===== config.mk =====
export PLATFORM = sky130hd
export DESIGN_NAME = subpixel_peak_fit_3x3_core_flat
export DESIGN_NICKNAME = d
export VERILOG_FILES = /design/src/sv/spf_pkg.sv /design/src/sv/spf_req_if.sv /design/src/sv/spf_rsp_if.sv /design/src/sv/spf_div.sv /design/src/sv/subpixel_peak_fit_3x3_core.sv /design/src/flat_wrapper.sv
export SDC_FILE = /design/constraint.sdc
export NUM_CORES = 2
export LEC_CHECK = 0
export BUFFER_PORTS_ARGS = -buffer_cell sky130_fd_sc_hd__buf_2
export CAP_MARGIN = 20
export CORE_MARGIN = 10
export CORE_UTILIZATION = 51
export CTS_BUF_LIST = sky130_fd_sc_hd__clkbuf_16
export DETAILED_ROUTE_END_ITERATION = 16
export PLACE_DENSITY = 0.67
export SETUP_SLACK_MARGIN = 0.05
export SYNTH_ARGS = -nofsm -noshare
export SYNTH_HDL_FRONTEND = slang
export SYNTH_SLANG_ARGS = --single-unit

===== constraint.sdc =====
create_clock -name clock -period 20.4 [get_ports clock]
set_input_delay 2.04 -clock clock [delete_from_list [all_inputs] [get_ports clock]]
set_output_delay 2.04 -clock clock [all_outputs]
set_load 0.01 [all_outputs]

===== src/sv/spf_pkg.sv =====
`timescale 1ns / 1ps
// ----------------------------------------------------------------------------
// Subpixel peak fit package
// Shared widths, configuration register indexes and status codes.
// ----------------------------------------------------------------------------
package spf_pkg;

   localparam int COORD_BITS_DEF    = 12;
   localparam int OUT_FRAC_BITS_DEF = 8;
   localparam int IN_FRAC_BITS      = 4;

   localparam int PIX_W  = 8;
   localparam int DX_W   = 9;
   localparam int DH_W   = 11;
   localparam int PR_W   = 22;
   localparam int DT_W   = 25;
   localparam int NX_W   = 22;
   localparam int DEN_W  = 24;

   localparam int CSR_W     = 13;
   localparam int CSR_IDX_W = 1;

   localparam logic [CSR_IDX_W-1:0] CSR_IMAGE_WIDTH  = 1'd0;
   localparam logic [CSR_IDX_W-1:0] CSR_IMAGE_HEIGHT = 1'd1;

   localparam logic [CSR_W-1:0] IMAGE_WIDTH_RST  = 13'd640;
   localparam logic [CSR_W-1:0] IMAGE_HEIGHT_RST = 13'd480;

   typedef enum logic [1:0] {
      STATUS_OK       = 2'd0,
      STATUS_OOB      = 2'd1,
      STATUS_SINGULAR = 2'd2,
      STATUS_OFFSET   = 2'd3
   } status_type;

endpackage


===== src/sv/spf_req_if.sv =====
`timescale 1ns / 1ps
// ----------------------------------------------------------------------------
// Subpixel peak fit request channel
// Carries a 3x3 gray window and a coarse point in fixed point.
// ----------------------------------------------------------------------------
interface spf_req_if #(
   parameter int COORD_W = spf_pkg::COORD_BITS_DEF + spf_pkg::IN_FRAC_BITS
);
   logic                       valid;
   logic                       ready;
   logic [spf_pkg::PIX_W-1:0]  pix_up_left;
   logic [spf_pkg::PIX_W-1:0]  pix_up;
   logic [spf_pkg::PIX_W-1:0]  pix_up_right;
   logic [spf_pkg::PIX_W-1:0]  pix_left;
   logic [spf_pkg::PIX_W-1:0]  pix_center;
   logic [spf_pkg::PIX_W-1:0]  pix_right;
   logic [spf_pkg::PIX_W-1:0]  pix_down_left;
   logic [spf_pkg::PIX_W-1:0]  pix_down;
   logic [spf_pkg::PIX_W-1:0]  pix_down_right;
   logic [COORD_W-1:0]         coarse_x;
   logic [COORD_W-1:0]         coarse_y;

   modport source (
      output valid, pix_up_left, pix_up, pix_up_right, pix_left, pix_center,
             pix_right, pix_down_left, pix_down, pix_down_right, coarse_x, coarse_y,
      input  ready
   );

   modport sink (
      input  valid, pix_up_left, pix_up, pix_up_right, pix_left, pix_center,
             pix_right, pix_down_left, pix_down, pix_down_right, coarse_x, coarse_y,
      output ready
   );
endinterface


===== src/sv/spf_rsp_if.sv =====
`timescale 1ns / 1ps
// ----------------------------------------------------------------------------
// Subpixel peak fit response channel
// Carries the fit status and the refined point in fixed point.
// ----------------------------------------------------------------------------
interface spf_rsp_if #(
   parameter int REFINED_W = spf_pkg::COORD_BITS_DEF + spf_pkg::OUT_FRAC_BITS_DEF
);
   logic                 valid;
   logic                 ready;
   spf_pkg::status_type  status;
   logic [REFINED_W-1:0] refined_x;
   logic [REFINED_W-1:0] refined_y;

   modport source (
      output valid, status, refined_x, refined_y,
      input  ready
   );

   modport sink (
      input  valid, status, refined_x, refined_y,
      output ready
   );
endinterface


===== src/sv/spf_div.sv =====
`timescale 1ns / 1ps
// ----------------------------------------------------------------------------
// Pipelined restoring divider
// Unsigned division with one quotient bit resolved per register stage.
// ----------------------------------------------------------------------------
module spf_div #(
   parameter int N_W = 34,
   parameter int D_W = 24,
   parameter int Q_W = 10
) (
   input  logic           clock,
   input  logic [Q_W-1:0] stage_en,
   input  logic [N_W-1:0] dividend,
   input  logic [D_W-1:0] divisor,
   output logic [Q_W-1:0] quotient
);

   // The dividend must be below divisor * 2**Q_W.
   logic [N_W-1:0] rem_ff [Q_W-1];
   logic [D_W-1:0] dvs_ff [Q_W-1];
   logic [Q_W-1:0] quo_ff [Q_W];

   genvar j;
   generate
      for (j = 0; j < Q_W; j++) begin : g_stage
         localparam int BIT = Q_W - 1 - j;
         logic [N_W-1:0] rem_src;
         logic [D_W-1:0] dvs_src;
         logic [Q_W-1:0] quo_src;
         logic [N_W-1:0] trial;
         logic           take;
         logic [Q_W-1:0] quo_in;

         if (j == 0) begin : g_first
            assign rem_src = dividend;
            assign dvs_src = divisor;
            assign quo_src = '0;
         end else begin : g_next
            assign rem_src = rem_ff[j-1];
            assign dvs_src = dvs_ff[j-1];
            assign quo_src = quo_ff[j-1];
         end

         always_comb begin
            trial  = N_W'(dvs_src) << BIT;
            take   = (rem_src >= trial);
            quo_in = quo_src | (Q_W'(take) << BIT);
         end

         always_ff @(posedge clock) begin
            if (stage_en[j]) begin
               quo_ff[j] <= quo_in;
            end
         end

         if (j < Q_W - 1) begin : g_carry
            logic [N_W-1:0] rem_in;

            assign rem_in = take ? rem_src - trial : rem_src;

            always_ff @(posedge clock) begin
               if (stage_en[j]) begin
                  rem_ff[j] <= rem_in;
                  dvs_ff[j] <= dvs_src;
               end
            end
         end
      end
   endgenerate

   assign quotient = quo_ff[Q_W-1];

endmodule


===== src/sv/subpixel_peak_fit_3x3_core.sv =====
`timescale 1ns / 1ps
// ----------------------------------------------------------------------------
// Quadratic subpixel peak fit on a 3x3 window
// Refines a coarse point from the gradient and Hessian of a gray window.
// ----------------------------------------------------------------------------
//  Channel   Direction  Handshake        Payload
//  req_ch    in         valid / ready    9 pixels, coarse_x, coarse_y
//  rsp_ch    out        valid / ready    status, refined_x, refined_y
//  csr_*     in         write enable     register index, write data
//
//  One transfer is taken per cycle unless the pipeline is full and stalled;
//  it has four arithmetic stages, one divider stage per quotient bit and the
//  output register. Reset clears all valid bits and loads the image size
//  registers. A stalled response holds only the stages that are full, so
//  empty stages still fill and request transfers continue until all are full.
// ----------------------------------------------------------------------------
module subpixel_peak_fit_3x3_core #(
   parameter int COORD_BITS    = spf_pkg::COORD_BITS_DEF,
   parameter int OUT_FRAC_BITS = spf_pkg::OUT_FRAC_BITS_DEF
) (
   input  logic                            clock,
   input  logic                            reset,
   input  logic                            csr_write_enable,
   input  logic [spf_pkg::CSR_IDX_W-1:0]   csr_index,
   input  logic [spf_pkg::CSR_W-1:0]       csr_write_data,
   spf_req_if.sink                         req_ch,
   spf_rsp_if.source                       rsp_ch
);

   localparam int IFB     = spf_pkg::IN_FRAC_BITS;
   localparam int COORD_W = COORD_BITS + IFB;
   localparam int C_W     = COORD_BITS + 1;
   localparam int OW      = COORD_BITS + OUT_FRAC_BITS;
   localparam int QB      = OUT_FRAC_BITS + 2;
   localparam int N_W     = spf_pkg::DEN_W + QB;
   localparam int VW      = OW + 2;
   localparam int CMP_W   = (C_W + 1 > spf_pkg::CSR_W) ? C_W + 1 : spf_pkg::CSR_W;
   localparam int ST_DIV  = 4;
   localparam int ST_OUT  = ST_DIV + QB;
   localparam int NS      = ST_OUT + 1;

   localparam int PIX_W = spf_pkg::PIX_W;
   localparam int DX_W  = spf_pkg::DX_W;
   localparam int DH_W  = spf_pkg::DH_W;
   localparam int PR_W  = spf_pkg::PR_W;
   localparam int DT_W  = spf_pkg::DT_W;
   localparam int NX_W  = spf_pkg::NX_W;
   localparam int DEN_W = spf_pkg::DEN_W;

   localparam logic [OW-1:0] MAXV = '1;

   typedef struct packed {
      spf_pkg::status_type status;
      logic [C_W-1:0]      cx;
      logic [C_W-1:0]      cy;
      logic [OW-1:0]       fail_x;
      logic [OW-1:0]       fail_y;
   } side_type;

   // Configuration registers.
   logic [spf_pkg::CSR_W-1:0] width_ff;
   logic [spf_pkg::CSR_W-1:0] height_ff;

   always_ff @(posedge clock) begin
      if (reset) begin
         width_ff  <= spf_pkg::IMAGE_WIDTH_RST;
         height_ff <= spf_pkg::IMAGE_HEIGHT_RST;
      end else if (csr_write_enable) begin
         case (csr_index)
            spf_pkg::CSR_IMAGE_WIDTH:  width_ff  <= csr_write_data;
            spf_pkg::CSR_IMAGE_HEIGHT: height_ff <= csr_write_data;
            default: ;
         endcase
      end
   end

   // Stage valid bits and stall control.
   logic [NS-1:0] vld_ff;
   logic [NS-1:0] vld_in;
   logic [NS-1:0] stage_en;

   genvar k;
   generate
      for (k = 0; k < NS; k++) begin : g_ctl
         assign stage_en[k] = rsp_ch.ready | ~(&vld_ff[NS-1:k]);
         if (k == 0) begin : g_head
            assign vld_in[k] = req_ch.valid;
         end else begin : g_body
            assign vld_in[k] = vld_ff[k-1];
         end
      end
   endgenerate

   always_ff @(posedge clock) begin
      if (reset) begin
         vld_ff <= '0;
      end else begin
         for (int i = 0; i < NS; i++) begin
            if (stage_en[i]) begin
               vld_ff[i] <= vld_in[i];
            end
         end
      end
   end

   assign req_ch.ready = stage_en[0];

   // Stage 1: rounding, bounds test and central differences.
   logic [COORD_W:0]          sum_x;
   logic [COORD_W:0]          sum_y;
   logic [C_W-1:0]            cx;
   logic [C_W-1:0]            cy;
   logic                      oob;
   logic signed [DX_W-1:0]    dx2_in;
   logic signed [DX_W-1:0]    dy2_in;
   logic signed [DH_W-1:0]    dxx_in;
   logic signed [DH_W-1:0]    dyy_in;
   logic signed [DH_W-1:0]    dxy4_in;
   side_type                  s1_side_in;

   function automatic logic signed [DH_W-1:0] widen(input logic [PIX_W-1:0] p);
      widen = $signed({{(DH_W - PIX_W){1'b0}}, p});
   endfunction

   always_comb begin
      sum_x = (COORD_W + 1)'(req_ch.coarse_x) + (COORD_W + 1)'(1 << (IFB - 1));
      sum_y = (COORD_W + 1)'(req_ch.coarse_y) + (COORD_W + 1)'(1 << (IFB - 1));
      cx    = sum_x[COORD_W:IFB];
      cy    = sum_y[COORD_W:IFB];
      oob   = (cx == '0) || (cy == '0) ||
              (CMP_W'(cx) + CMP_W'(1) >= CMP_W'(width_ff)) ||
              (CMP_W'(cy) + CMP_W'(1) >= CMP_W'(height_ff));

      dx2_in  = DX_W'(widen(req_ch.pix_right) - widen(req_ch.pix_left));
      dy2_in  = DX_W'(widen(req_ch.pix_down) - widen(req_ch.pix_up));
      dxx_in  = widen(req_ch.pix_right) + widen(req_ch.pix_left) -
                (widen(req_ch.pix_center) <<< 1);
      dyy_in  = widen(req_ch.pix_down) + widen(req_ch.pix_up) -
                (widen(req_ch.pix_center) <<< 1);
      dxy4_in = widen(req_ch.pix_down_right) - widen(req_ch.pix_up_right) -
                widen(req_ch.pix_down_left) + widen(req_ch.pix_up_left);

      s1_side_in.status = oob ? spf_pkg::STATUS_OOB : spf_pkg::STATUS_OK;
      s1_side_in.cx     = cx;
      s1_side_in.cy     = cy;
      s1_side_in.fail_x = OW'(req_ch.coarse_x) << (OUT_FRAC_BITS - IFB);
      s1_side_in.fail_y = OW'(req_ch.coarse_y) << (OUT_FRAC_BITS - IFB);
   end

   logic signed [DX_W-1:0] s1_dx2_ff;
   logic signed [DX_W-1:0] s1_dy2_ff;
   logic signed [DH_W-1:0] s1_dxx_ff;
   logic signed [DH_W-1:0] s1_dyy_ff;
   logic signed [DH_W-1:0] s1_dxy4_ff;
   side_type               s1_side_ff;

   always_ff @(posedge clock) begin
      if (stage_en[0]) begin
         s1_dx2_ff  <= dx2_in;
         s1_dy2_ff  <= dy2_in;
         s1_dxx_ff  <= dxx_in;
         s1_dyy_ff  <= dyy_in;
         s1_dxy4_ff <= dxy4_in;
         s1_side_ff <= s1_side_in;
      end
   end

   // Stage 2: products of the Hessian and gradient terms.
   logic signed [PR_W-1:0] s2_hh_ff;
   logic signed [PR_W-1:0] s2_xy_ff;
   logic signed [PR_W-1:0] s2_nxa_ff;
   logic signed [PR_W-1:0] s2_nxb_ff;
   logic signed [PR_W-1:0] s2_nya_ff;
   logic signed [PR_W-1:0] s2_nyb_ff;
   side_type               s2_side_ff;

   always_ff @(posedge clock) begin
      if (stage_en[1]) begin
         s2_hh_ff   <= PR_W'(s1_dxx_ff) * PR_W'(s1_dyy_ff);
         s2_xy_ff   <= PR_W'(s1_dxy4_ff) * PR_W'(s1_dxy4_ff);
         s2_nxa_ff  <= PR_W'(s1_dyy_ff) * PR_W'(s1_dx2_ff);
         s2_nxb_ff  <= PR_W'(s1_dxy4_ff) * PR_W'(s1_dy2_ff);
         s2_nya_ff  <= PR_W'(s1_dxx_ff) * PR_W'(s1_dy2_ff);
         s2_nyb_ff  <= PR_W'(s1_dxy4_ff) * PR_W'(s1_dx2_ff);
         s2_side_ff <= s1_side_ff;
      end
   end

   // Stage 3: scaled determinant and numerators.
   logic signed [DT_W-1:0] s3_dt_ff;
   logic signed [NX_W-1:0] s3_nx_ff;
   logic signed [NX_W-1:0] s3_ny_ff;
   side_type               s3_side_ff;

   always_ff @(posedge clock) begin
      if (stage_en[2]) begin
         s3_dt_ff   <= (DT_W'(s2_hh_ff) <<< 4) - DT_W'(s2_xy_ff);
         s3_nx_ff   <= (NX_W'(s2_nxa_ff) <<< 2) - NX_W'(s2_nxb_ff);
         s3_ny_ff   <= (NX_W'(s2_nya_ff) <<< 2) - NX_W'(s2_nyb_ff);
         s3_side_ff <= s2_side_ff;
      end
   end

   // Stage 4: singular and offset tests, divider operands.
   // The dividend is offset so that the floored quotient stays nonnegative.
   logic [DEN_W-1:0]          den;
   logic [NX_W-1:0]           abs_nx;
   logic [NX_W-1:0]           abs_ny;
   logic signed [NX_W-1:0]    sx;
   logic signed [NX_W-1:0]    sy;
   logic signed [DEN_W+1:0]   bias_x;
   logic signed [DEN_W+1:0]   bias_y;
   logic                      singular;
   logic                      too_far;
   logic [N_W-1:0]            num_x_in;
   logic [N_W-1:0]            num_y_in;
   logic [DEN_W-1:0]          dvs_in;
   side_type                  s4_side_in;

   always_comb begin
      den      = s3_dt_ff[DT_W-1] ? DEN_W'(-s3_dt_ff) : DEN_W'(s3_dt_ff);
      abs_nx   = s3_nx_ff[NX_W-1] ? NX_W'(-s3_nx_ff) : NX_W'(s3_nx_ff);
      abs_ny   = s3_ny_ff[NX_W-1] ? NX_W'(-s3_ny_ff) : NX_W'(s3_ny_ff);
      singular = (s3_dt_ff == '0);
      too_far  = (DEN_W'({abs_nx, 1'b0}) > den) || (DEN_W'({abs_ny, 1'b0}) > den);
      sx       = s3_dt_ff[DT_W-1] ? s3_nx_ff : -s3_nx_ff;
      sy       = s3_dt_ff[DT_W-1] ? s3_ny_ff : -s3_ny_ff;
      bias_x   = (DEN_W + 2)'(sx) + $signed({2'b00, den});
      bias_y   = (DEN_W + 2)'(sy) + $signed({2'b00, den});
      num_x_in = (N_W'(bias_x[DEN_W-1:0]) << QB) + N_W'(den);
      num_y_in = (N_W'(bias_y[DEN_W-1:0]) << QB) + N_W'(den);
      dvs_in   = {den[DEN_W-2:0], 1'b0};

      s4_side_in = s3_side_ff;
      if (s3_side_ff.status == spf_pkg::STATUS_OK) begin
         if (singular) begin
            s4_side_in.status = spf_pkg::STATUS_SINGULAR;
         end else if (too_far) begin
            s4_side_in.status = spf_pkg::STATUS_OFFSET;
         end
      end
   end

   logic [N_W-1:0]   s4_num_x_ff;
   logic [N_W-1:0]   s4_num_y_ff;
   logic [DEN_W-1:0] s4_dvs_ff;
   side_type         s4_side_ff;

   always_ff @(posedge clock) begin
      if (stage_en[3]) begin
         s4_num_x_ff <= num_x_in;
         s4_num_y_ff <= num_y_in;
         s4_dvs_ff   <= dvs_in;
         s4_side_ff  <= s4_side_in;
      end
   end

   // Divider stages.
   logic [QB-1:0] quo_x;
   logic [QB-1:0] quo_y;

   spf_div #(.N_W(N_W), .D_W(DEN_W), .Q_W(QB)) u_div_x (
      .clock    (clock),
      .stage_en (stage_en[ST_DIV +: QB]),
      .dividend (s4_num_x_ff),
      .divisor  (s4_dvs_ff),
      .quotient (quo_x)
   );

   spf_div #(.N_W(N_W), .D_W(DEN_W), .Q_W(QB)) u_div_y (
      .clock    (clock),
      .stage_en (stage_en[ST_DIV +: QB]),
      .dividend (s4_num_y_ff),
      .divisor  (s4_dvs_ff),
      .quotient (quo_y)
   );

   side_type side_ff [QB];

   generate
      for (k = 0; k < QB; k++) begin : g_side
         if (k == 0) begin : g_head
            always_ff @(posedge clock) begin
               if (stage_en[ST_DIV]) begin
                  side_ff[k] <= s4_side_ff;
               end
            end
         end else begin : g_body
            always_ff @(posedge clock) begin
               if (stage_en[ST_DIV + k]) begin
                  side_ff[k] <= side_ff[k-1];
               end
            end
         end
      end
   endgenerate

   // Output stage: remove the quotient offset, add the pixel and saturate.
   function automatic logic [OW-1:0] place(input logic [C_W-1:0] c,
                                           input logic [QB-1:0] q);
      logic [VW-1:0] vsum;
      logic [VW-1:0] vdiff;
      vsum  = (VW'(c) << OUT_FRAC_BITS) + VW'(q);
      vdiff = vsum - (VW'(1) << (QB - 1));
      if (vsum < (VW'(1) << (QB - 1))) begin
         place = '0;
      end else if (vdiff > VW'(MAXV)) begin
         place = MAXV;
      end else begin
         place = vdiff[OW-1:0];
      end
   endfunction

   side_type            last_side;
   spf_pkg::status_type out_status_ff;
   logic [OW-1:0]       out_x_ff;
   logic [OW-1:0]       out_y_ff;
   logic [OW-1:0]       out_x_in;
   logic [OW-1:0]       out_y_in;

   always_comb begin
      last_side = side_ff[QB-1];
      if (last_side.status == spf_pkg::STATUS_OK) begin
         out_x_in = place(last_side.cx, quo_x);
         out_y_in = place(last_side.cy, quo_y);
      end else begin
         out_x_in = last_side.fail_x;
         out_y_in = last_side.fail_y;
      end
   end

   always_ff @(posedge clock) begin
      if (stage_en[ST_OUT]) begin
         out_status_ff <= last_side.status;
         out_x_ff      <= out_x_in;
         out_y_ff      <= out_y_in;
      end
   end

   assign rsp_ch.valid     = vld_ff[ST_OUT];
   assign rsp_ch.status    = out_status_ff;
   assign rsp_ch.refined_x = out_x_ff;
   assign rsp_ch.refined_y = out_y_ff;

endmodule

===== src/flat_wrapper.sv =====
// flat-port wrapper written by rule: the top's interface ports become plain ports
module subpixel_peak_fit_3x3_core_flat 
#(
   parameter int COORD_BITS    = spf_pkg::COORD_BITS_DEF,
   parameter int OUT_FRAC_BITS = spf_pkg::OUT_FRAC_BITS_DEF
)
  (clock, reset, csr_write_enable, csr_index, csr_write_data, req_ch_valid, req_ch_pix_up_left, req_ch_pix_up, req_ch_pix_up_right, req_ch_pix_left, req_ch_pix_center, req_ch_pix_right, req_ch_pix_down_left, req_ch_pix_down, req_ch_pix_down_right, req_ch_coarse_x, req_ch_coarse_y, req_ch_ready, rsp_ch_valid, rsp_ch_status, rsp_ch_refined_x, rsp_ch_refined_y, rsp_ch_ready);
  spf_req_if req_ch_i ();
  spf_rsp_if rsp_ch_i ();
  input  logic clock;
  input  logic reset;
  input  logic csr_write_enable;
  input  logic [spf_pkg::CSR_IDX_W-1:0] csr_index;
  input  logic [spf_pkg::CSR_W-1:0] csr_write_data;
  input wire logic [$bits(req_ch_i.valid)-1:0] req_ch_valid;
  input wire logic [$bits(req_ch_i.pix_up_left)-1:0] req_ch_pix_up_left;
  input wire logic [$bits(req_ch_i.pix_up)-1:0] req_ch_pix_up;
  input wire logic [$bits(req_ch_i.pix_up_right)-1:0] req_ch_pix_up_right;
  input wire logic [$bits(req_ch_i.pix_left)-1:0] req_ch_pix_left;
  input wire logic [$bits(req_ch_i.pix_center)-1:0] req_ch_pix_center;
  input wire logic [$bits(req_ch_i.pix_right)-1:0] req_ch_pix_right;
  input wire logic [$bits(req_ch_i.pix_down_left)-1:0] req_ch_pix_down_left;
  input wire logic [$bits(req_ch_i.pix_down)-1:0] req_ch_pix_down;
  input wire logic [$bits(req_ch_i.pix_down_right)-1:0] req_ch_pix_down_right;
  input wire logic [$bits(req_ch_i.coarse_x)-1:0] req_ch_coarse_x;
  input wire logic [$bits(req_ch_i.coarse_y)-1:0] req_ch_coarse_y;
  output wire logic [$bits(req_ch_i.ready)-1:0] req_ch_ready;
  output wire logic [$bits(rsp_ch_i.valid)-1:0] rsp_ch_valid;
  output wire logic [$bits(rsp_ch_i.status)-1:0] rsp_ch_status;
  output wire logic [$bits(rsp_ch_i.refined_x)-1:0] rsp_ch_refined_x;
  output wire logic [$bits(rsp_ch_i.refined_y)-1:0] rsp_ch_refined_y;
  input wire logic [$bits(rsp_ch_i.ready)-1:0] rsp_ch_ready;
  assign req_ch_i.valid = req_ch_valid;
  assign req_ch_i.pix_up_left = req_ch_pix_up_left;
  assign req_ch_i.pix_up = req_ch_pix_up;
  assign req_ch_i.pix_up_right = req_ch_pix_up_right;
  assign req_ch_i.pix_left = req_ch_pix_left;
  assign req_ch_i.pix_center = req_ch_pix_center;
  assign req_ch_i.pix_right = req_ch_pix_right;
  assign req_ch_i.pix_down_left = req_ch_pix_down_left;
  assign req_ch_i.pix_down = req_ch_pix_down;
  assign req_ch_i.pix_down_right = req_ch_pix_down_right;
  assign req_ch_i.coarse_x = req_ch_coarse_x;
  assign req_ch_i.coarse_y = req_ch_coarse_y;
  assign req_ch_ready = req_ch_i.ready;
  assign rsp_ch_valid = rsp_ch_i.valid;
  assign rsp_ch_status = rsp_ch_i.status;
  assign rsp_ch_refined_x = rsp_ch_i.refined_x;
  assign rsp_ch_refined_y = rsp_ch_i.refined_y;
  assign rsp_ch_i.ready = rsp_ch_ready;
  subpixel_peak_fit_3x3_core #(.COORD_BITS(COORD_BITS), .OUT_FRAC_BITS(OUT_FRAC_BITS)) u_core (.clock(clock), .reset(reset), .csr_write_enable(csr_write_enable), .csr_index(csr_index), .csr_write_data(csr_write_data), .req_ch(req_ch_i), .rsp_ch(rsp_ch_i));
endmodule

Word level (Yosys, flattened, before mapping)
Memories as Yosys holds them, arrays and structs flattened.
Index checks and enable logic that the tools add are counted.

word-level totals
  register bits = 661
  RAM bits = 1924
  input port bits = 123
  output and inout bits = 44
  logic and storage cells = 270
  memories kept = 7

operators by class
  add/sub/neg operators = 45
  multiply operators = 6
  magnitude comparators = 28
  multiplexer cells = 53
  bitwise logic cells = 49
  reductions and logical operators = 25

memory list
  name                   depth  width  rd ports  clocked after memory_dff  wr ports  RTL line                           source
  u_core.side_ff         10     68     10        0                         10        subpixel_peak_fit_3x3_core.sv:278  side_type side_ff [QB];
  u_core.u_div_x.rem_ff  9      34     9         0                         9         spf_div.sv:19                      logic [N_W-1:0] rem_ff [Q_W-1];
  u_core.u_div_y.rem_ff  9      34     9         0                         9         spf_div.sv:19
  u_core.u_div_x.dvs_ff  9      24     9         0                         9         spf_div.sv:20                      logic [D_W-1:0] dvs_ff [Q_W-1];
  u_core.u_div_y.dvs_ff  9      24     9         0                         9         spf_div.sv:20
  u_core.u_div_x.quo_ff  10     10     10        0                         10        spf_div.sv:21                      logic [Q_W-1:0] quo_ff [Q_W];
  1 more memories        n/a    n/a    n/a       n/a                       n/a       n/a

operators with widths
  operator                                          count
  34-bit two-way mux                                18
  20-bit two-way mux                                6
  22-bit two-way mux                                4
  11-bit by 9-bit multiplier with 20-bit output     4
  34-bit by 24-bit adder with 34-bit output         2
  34-bit by 24-bit >= comparator with 1-bit output  2
  34-bit by 25-bit >= comparator with 1-bit output  2
  34-bit by 26-bit >= comparator with 1-bit output  2
  34-bit by 27-bit >= comparator with 1-bit output  2
  34-bit by 28-bit >= comparator with 1-bit output  2
  34-bit by 29-bit >= comparator with 1-bit output  2
  34-bit by 30-bit >= comparator with 1-bit output  2
  34-bit by 31-bit >= comparator with 1-bit output  2
  34-bit by 32-bit >= comparator with 1-bit output  2
  34-bit by 33-bit >= comparator with 1-bit output  2
  34-bit by 25-bit subtractor with 34-bit output    2
  34-bit by 26-bit subtractor with 34-bit output    2
  34-bit by 27-bit subtractor with 34-bit output    2
  34-bit by 28-bit subtractor with 34-bit output    2
  34-bit by 29-bit subtractor with 34-bit output    2
  34-bit by 30-bit subtractor with 34-bit output    2
  34-bit by 31-bit subtractor with 34-bit output    2
  34-bit by 32-bit subtractor with 34-bit output    2
  34-bit by 33-bit subtractor with 34-bit output    2
  other kinds (52)                                  134

Longest topological paths before layout
  depth after elaboration = 7
  mapped depth = 23

Cells and area by module
A second synthesis with hierarchy kept.

unflattened totals
  cell total of the unflattened synthesis = 11852
  area total of the unflattened synthesis = 139034.6 um^2

by module, submodules not included
  module                      times used  cells an instance  area an instance (um^2)  seq. area each (um^2)
  subpixel_peak_fit_3x3_core  1           5992               73862.1                  36314.8
  spf_div                     2           2930               32586.3                  17326.6

Worst setup path after synthesis
No wires, ideal clock.

  path type = input -> output
  start = input port rsp_ch_ready
  end = output port req_ch_ready
  data arrival time = 16.480 ns
  required time = 18.360 ns
  slack = 1.880 ns
  stages = 9
  path buffers = 0
  path through = nor2b_1 inv_1 nor2_1 and2_1 and3_1 nand3_1 nor2_1 nand4_1 or2_2

between the ends
  cells in the longest elaborated chain, start to end = 1

ends and longest elaborated chain
  element             RTL line                          source
  start: declaration  flat_wrapper.sv:32                input wire logic [$bits(rsp_ch_i.ready)-1:0] rsp_ch_ready;
  1-bit OR            subpixel_peak_fit_3x3_core.sv:85  assign stage_en[k] = rsp_ch.ready | ~(&vld_ff[NS-1:k]);
  end: declaration    flat_wrapper.sv:27                output wire logic [$bits(req_ch_i.ready)-1:0] req_ch_ready;

No other way between the ends.

Final worst setup path
Ends and elaborated chain as after synthesis.

==> impl_metrics.json <==
{
  "run_status": "completed",
  "postCtsSetupRepairBufs": 0,
  "placeableCoreArea_mm2": 0.249,
  "worst-endpoint-required_ns": 18.36,
  "layout_nets": 13170,
  "worst_setup_path_end_kind": "output pin",
  "gr-total-overflow": 0,
  "die_span_y_um": 520,
  "io-pin-count": 167,
  "synth_seq_area_share": 0.480,
  "ctsLongestPathBuffers": 3,
  "drtPass1Iterations": 8,
  "post_drt_via_cell_ratio": 5.43,
  "yosysTopAreaCellShare": 0.473,
  "grt_first_pass_wirelength_um": 468000,
  "setup_viol_count_final": 0,
  "post_cts_resize_count": 0,
  "timing.final.crit_share": 0.438,
  "routed_vias": 81342,
  "hold_viol_final": 0,
  "maxClockFrequency_mhz": 112,
  "area.sequential_mm2": 0.0611,
  "port_buffers": 166,
  "worst_hold_path_type": "flop to flop",
  "worst_pin_slew_ns": 1.19,
  "grt_util_all_layers": 0.218,
  "kind_of_start_point_of_the_critical_path": "primary input",
  "post-synth-top-area-cell": "sky130_fd_sc_hd__edfxtp_1",
  "final.setup_skew_ns": 0.0940,
  "clkLatencyLatePin_ns": 0.89,
  "synthesis.instances": 11218,
  "rsz_0062_raised_after_global_routing": "false",
  "path_class": "primary input to output pin",
  "setup_total_negative_slack_ns": 0,
  "cts.htree.levels": 4,
  "area_overhead_vs_synth_pct": 9.54,
  "avgRoutedWirePerCell_um": 19.9,
  "destination_of_the_worst_hold_path": "u_core.u_div_y.quo_ff[2][8]",
  "period_minus_slack_ns": 8.93,
  "number_of_global_route_vias_before_repair": 85951,
  "multiInputGateArea_mm2": 0.0603,
  "synth_fp_nets": 12927,
  "max-cap-violations": 0,
  "cts.clk_slew.worst_paths_ns": 0.06,
  "postSynthRegisterBits": 2049,
  "fp.dieW_um": 520,
  "rr_startpoint": "u_core.s1_dyy_ff[4]",
  "first_iter_violations": 4291,
  "critical_path.max_fanout": 74,
  "min_delay_path_depth": 0,
  "starting_utilization_of_the_core_area": 0.512,
  "layout.core_utilization": 0.561,
  "antenna_violations_before_repair": 9,
  "finalWeightedCongestion": 0.955,
  "slew_violations": 0,
  "worstRegToRegCells": 20,
  "asyncSetResetFlopFracSynth": 0,
  "rows": 183,
  "total_die_area_mm2": 0.270,
  "clkSinkCount": 2049,
  "cp_data_arrival_time_ns": 6.89,
  "synth_top_cells_by_area": "sky130_fd_sc_hd__edfxtp_1 47%, sky130_fd_sc_hd__ha_1 9.8%, sky130_fd_sc_hd__fa_1 9.2%, sky130_fd_sc_hd__inv_1 4.1%, sky130_fd_sc_hd__xnor2_1 4.0%",
  "postSynth.topFlopCell": "sky130_fd_sc_hd__edfxtp_1",
  "numCtsBuffers": 215,
  "cts_tree": "built",
  "antenna_left": 0,
  "mappedNetlistArea_mm2": 0.127,
  "most_common_cell_in_the_netlist": "sky130_fd_sc_hd__edfxtp_1",
  "slew_headroom": 0.203,
  "root_buffer": "sky130_fd_sc_hd__clkbuf_16",
  "dpl.hpwl_um": 238000,
  "r2r_setup_slack_ns": 14.06,
  "synth_area_per_cell_um2": 11.4,
  "ys_warn_count": 0,
  "count_of_flip_flops_with_a_built_in_enable_after_synthesis": 2008,
  "largest_net_degree_at_the_start_of_global_routing": 96,
  "fill_cells": 20833,
  "remaining_drc_errors": 0,
  "regToRegEndpoint": "u_core.s2_hh_ff[19]",
  "final_layout_size_suffix_gt1_frac": 0.0656,
  "most_common_library_cells_after_synthesis": "2,008 x sky130_fd_sc_hd__edfxtp_1, 1,389 x sky130_fd_sc_hd__inv_1, 998 x sky130_fd_sc_hd__ha_1",
  "synth.lib_cells_used.distinct": 85,
  "drt_wl_total_um": 298000,
  "hold_start": "u_core.u_div_y.quo_ff[1][8]",
  "postCtsHoldBufs": 0,
  "layout_setup_ws_ns": 11.47,
  "preCtsSetupSlack_ns": 11.43
}
## placed cells by master (no fill, tap or decap), drive strengths merged, types with 18 or more instances in the layout
master | Yosys | final
nor2 | 619 | 619
edfxtp | 2008 | 2008
o21ai | 487 | 487
a211o | 19 | 19
o21a | 100 | 100
nand3b | 18 | 18
and3 | 81 | 81
inv | 1391 | 1450
buf | 18 | 267
a21oi | 660 | 660
and4 | 19 | 19
a211oi | 37 | 37
nand4 | 82 | 82
bufinv | 0 | 21
clkbuf | 224 | 216
nand3 | 151 | 151
a21boi | 47 | 47
nor3b | 25 | 25
nand2b | 161 | 161
mux2 | 90 | 90
xnor2 | 585 | 585
o31ai | 61 | 61
a21o | 242 | 242
nor3 | 186 | 186
a31oi | 69 | 69
nand2 | 919 | 919
ha | 998 | 998
xor2 | 298 | 298
nor2b | 111 | 111
or2 | 32 | 32
or3 | 78 | 78
a31o | 25 | 25
dfxtp | 41 | 41
a2111oi | 20 | 20
fa | 588 | 588
o21bai | 93 | 93
nor4 | 65 | 65
and2 | 295 | 295
clkinv | 0 | 88
o211ai | 49 | 49
## area by class of cell
class,instances,share of cell area
Sequential cell,2049,0.438
Multi-Input combinational cell,7536,0.432
Clock buffer,215,0.0385
Inverter,1391,0.0376
Tap cell,3330,0.0298
Clock inverter,177,0.0123
Timing Repair Buffer,268,0.0116
Antenna cell,9,0.000161
## through the flow
stage          cells  area [um2]  hold WS, ns
3_5_place_dp   14572      132000        0.405
2_1_floorplan  11218      127000        0.400
6_report       14975      140000        0.343
4_1_cts        14964      140000        0.337
5_1_grt        14972      140000        0.331
3_3_place_gp   14572      132000        0.403
## flip-flops by register name (all words and copies together) (netlist names), 21 cells and up
name	count
u_core.side_ff	600
u_core.u_div_x.rem_ff	306
u_core.u_div_y.rem_ff	252
u_core.u_div_x.dvs_ff	83
u_core.u_div_y.dvs_ff	70
u_core.s4_side_ff	60
u_core.s1_side_ff	59
u_core.s2_side_ff	59
u_core.s3_side_ff	59
u_core.u_div_x.quo_ff	55
u_core.u_div_y.quo_ff	55
u_core.s4_num_y_ff	34
u_core.s3_dt_ff	24
u_core.s4_num_x_ff	24
u_core.s3_nx_ff	22
u_core.s3_ny_ff	22
u_core.s2_xy_ff	21
## critical path, cell delays in order
cell and delay, ns:
sky130_fd_sc_hd__buf_2 0.12, sky130_fd_sc_hd__nor2b_1 0.39, sky130_fd_sc_hd__inv_2 0.48, sky130_fd_sc_hd__nor2_1 0.48
sky130_fd_sc_hd__and2_1 0.39, sky130_fd_sc_hd__and3_1 0.47, sky130_fd_sc_hd__nand3_4 0.11, sky130_fd_sc_hd__nor2_1 0.63
sky130_fd_sc_hd__nand4_1 0.57, sky130_fd_sc_hd__or2_4 0.42, sky130_fd_sc_hd__buf_4 0.40, sky130_fd_sc_hd__buf_2 0.29
## metal layers
metal,vias up,global-route usage,wire length (um)
met5,-,0,0
met4,0,0.143,23000
met3,760,0.0274,9800
met2,1719,0.402,154000
met1,39159,0.234,111000
li1,39704,-,-
## kinds of logic after synthesis
family / share of synthesized area
AND/OR/NAND/NOR: 0.111
AO/OA/AOI/OAI: 0.101
flip-flops: 0.480
buffers and inverters: 0.0482
adder cells (fa/ha/maj): 0.190
XOR/XNOR: 0.0607
multiplexers: 0.00929
## how the worst max path moves through the flow
stage | startpoint | to | slack (ns) | cells after the start
after global routing | rsp_ch_ready | req_ch_ready | 11.04 | 12
final | rsp_ch_ready | req_ch_ready | 11.47 | 12
after floorplan | rsp_ch_ready | req_ch_ready | 1.88 | 9
after detailed placement | rsp_ch_ready | req_ch_ready | 11.43 | 12
after global placement | rsp_ch_ready | req_ch_ready | 11.54 | 12
after CTS | rsp_ch_ready | req_ch_ready | 11.41 | 12
Power is not shown: default switching activity piles up to over one toggle a cycle in this logic, so the estimate is an artifact.
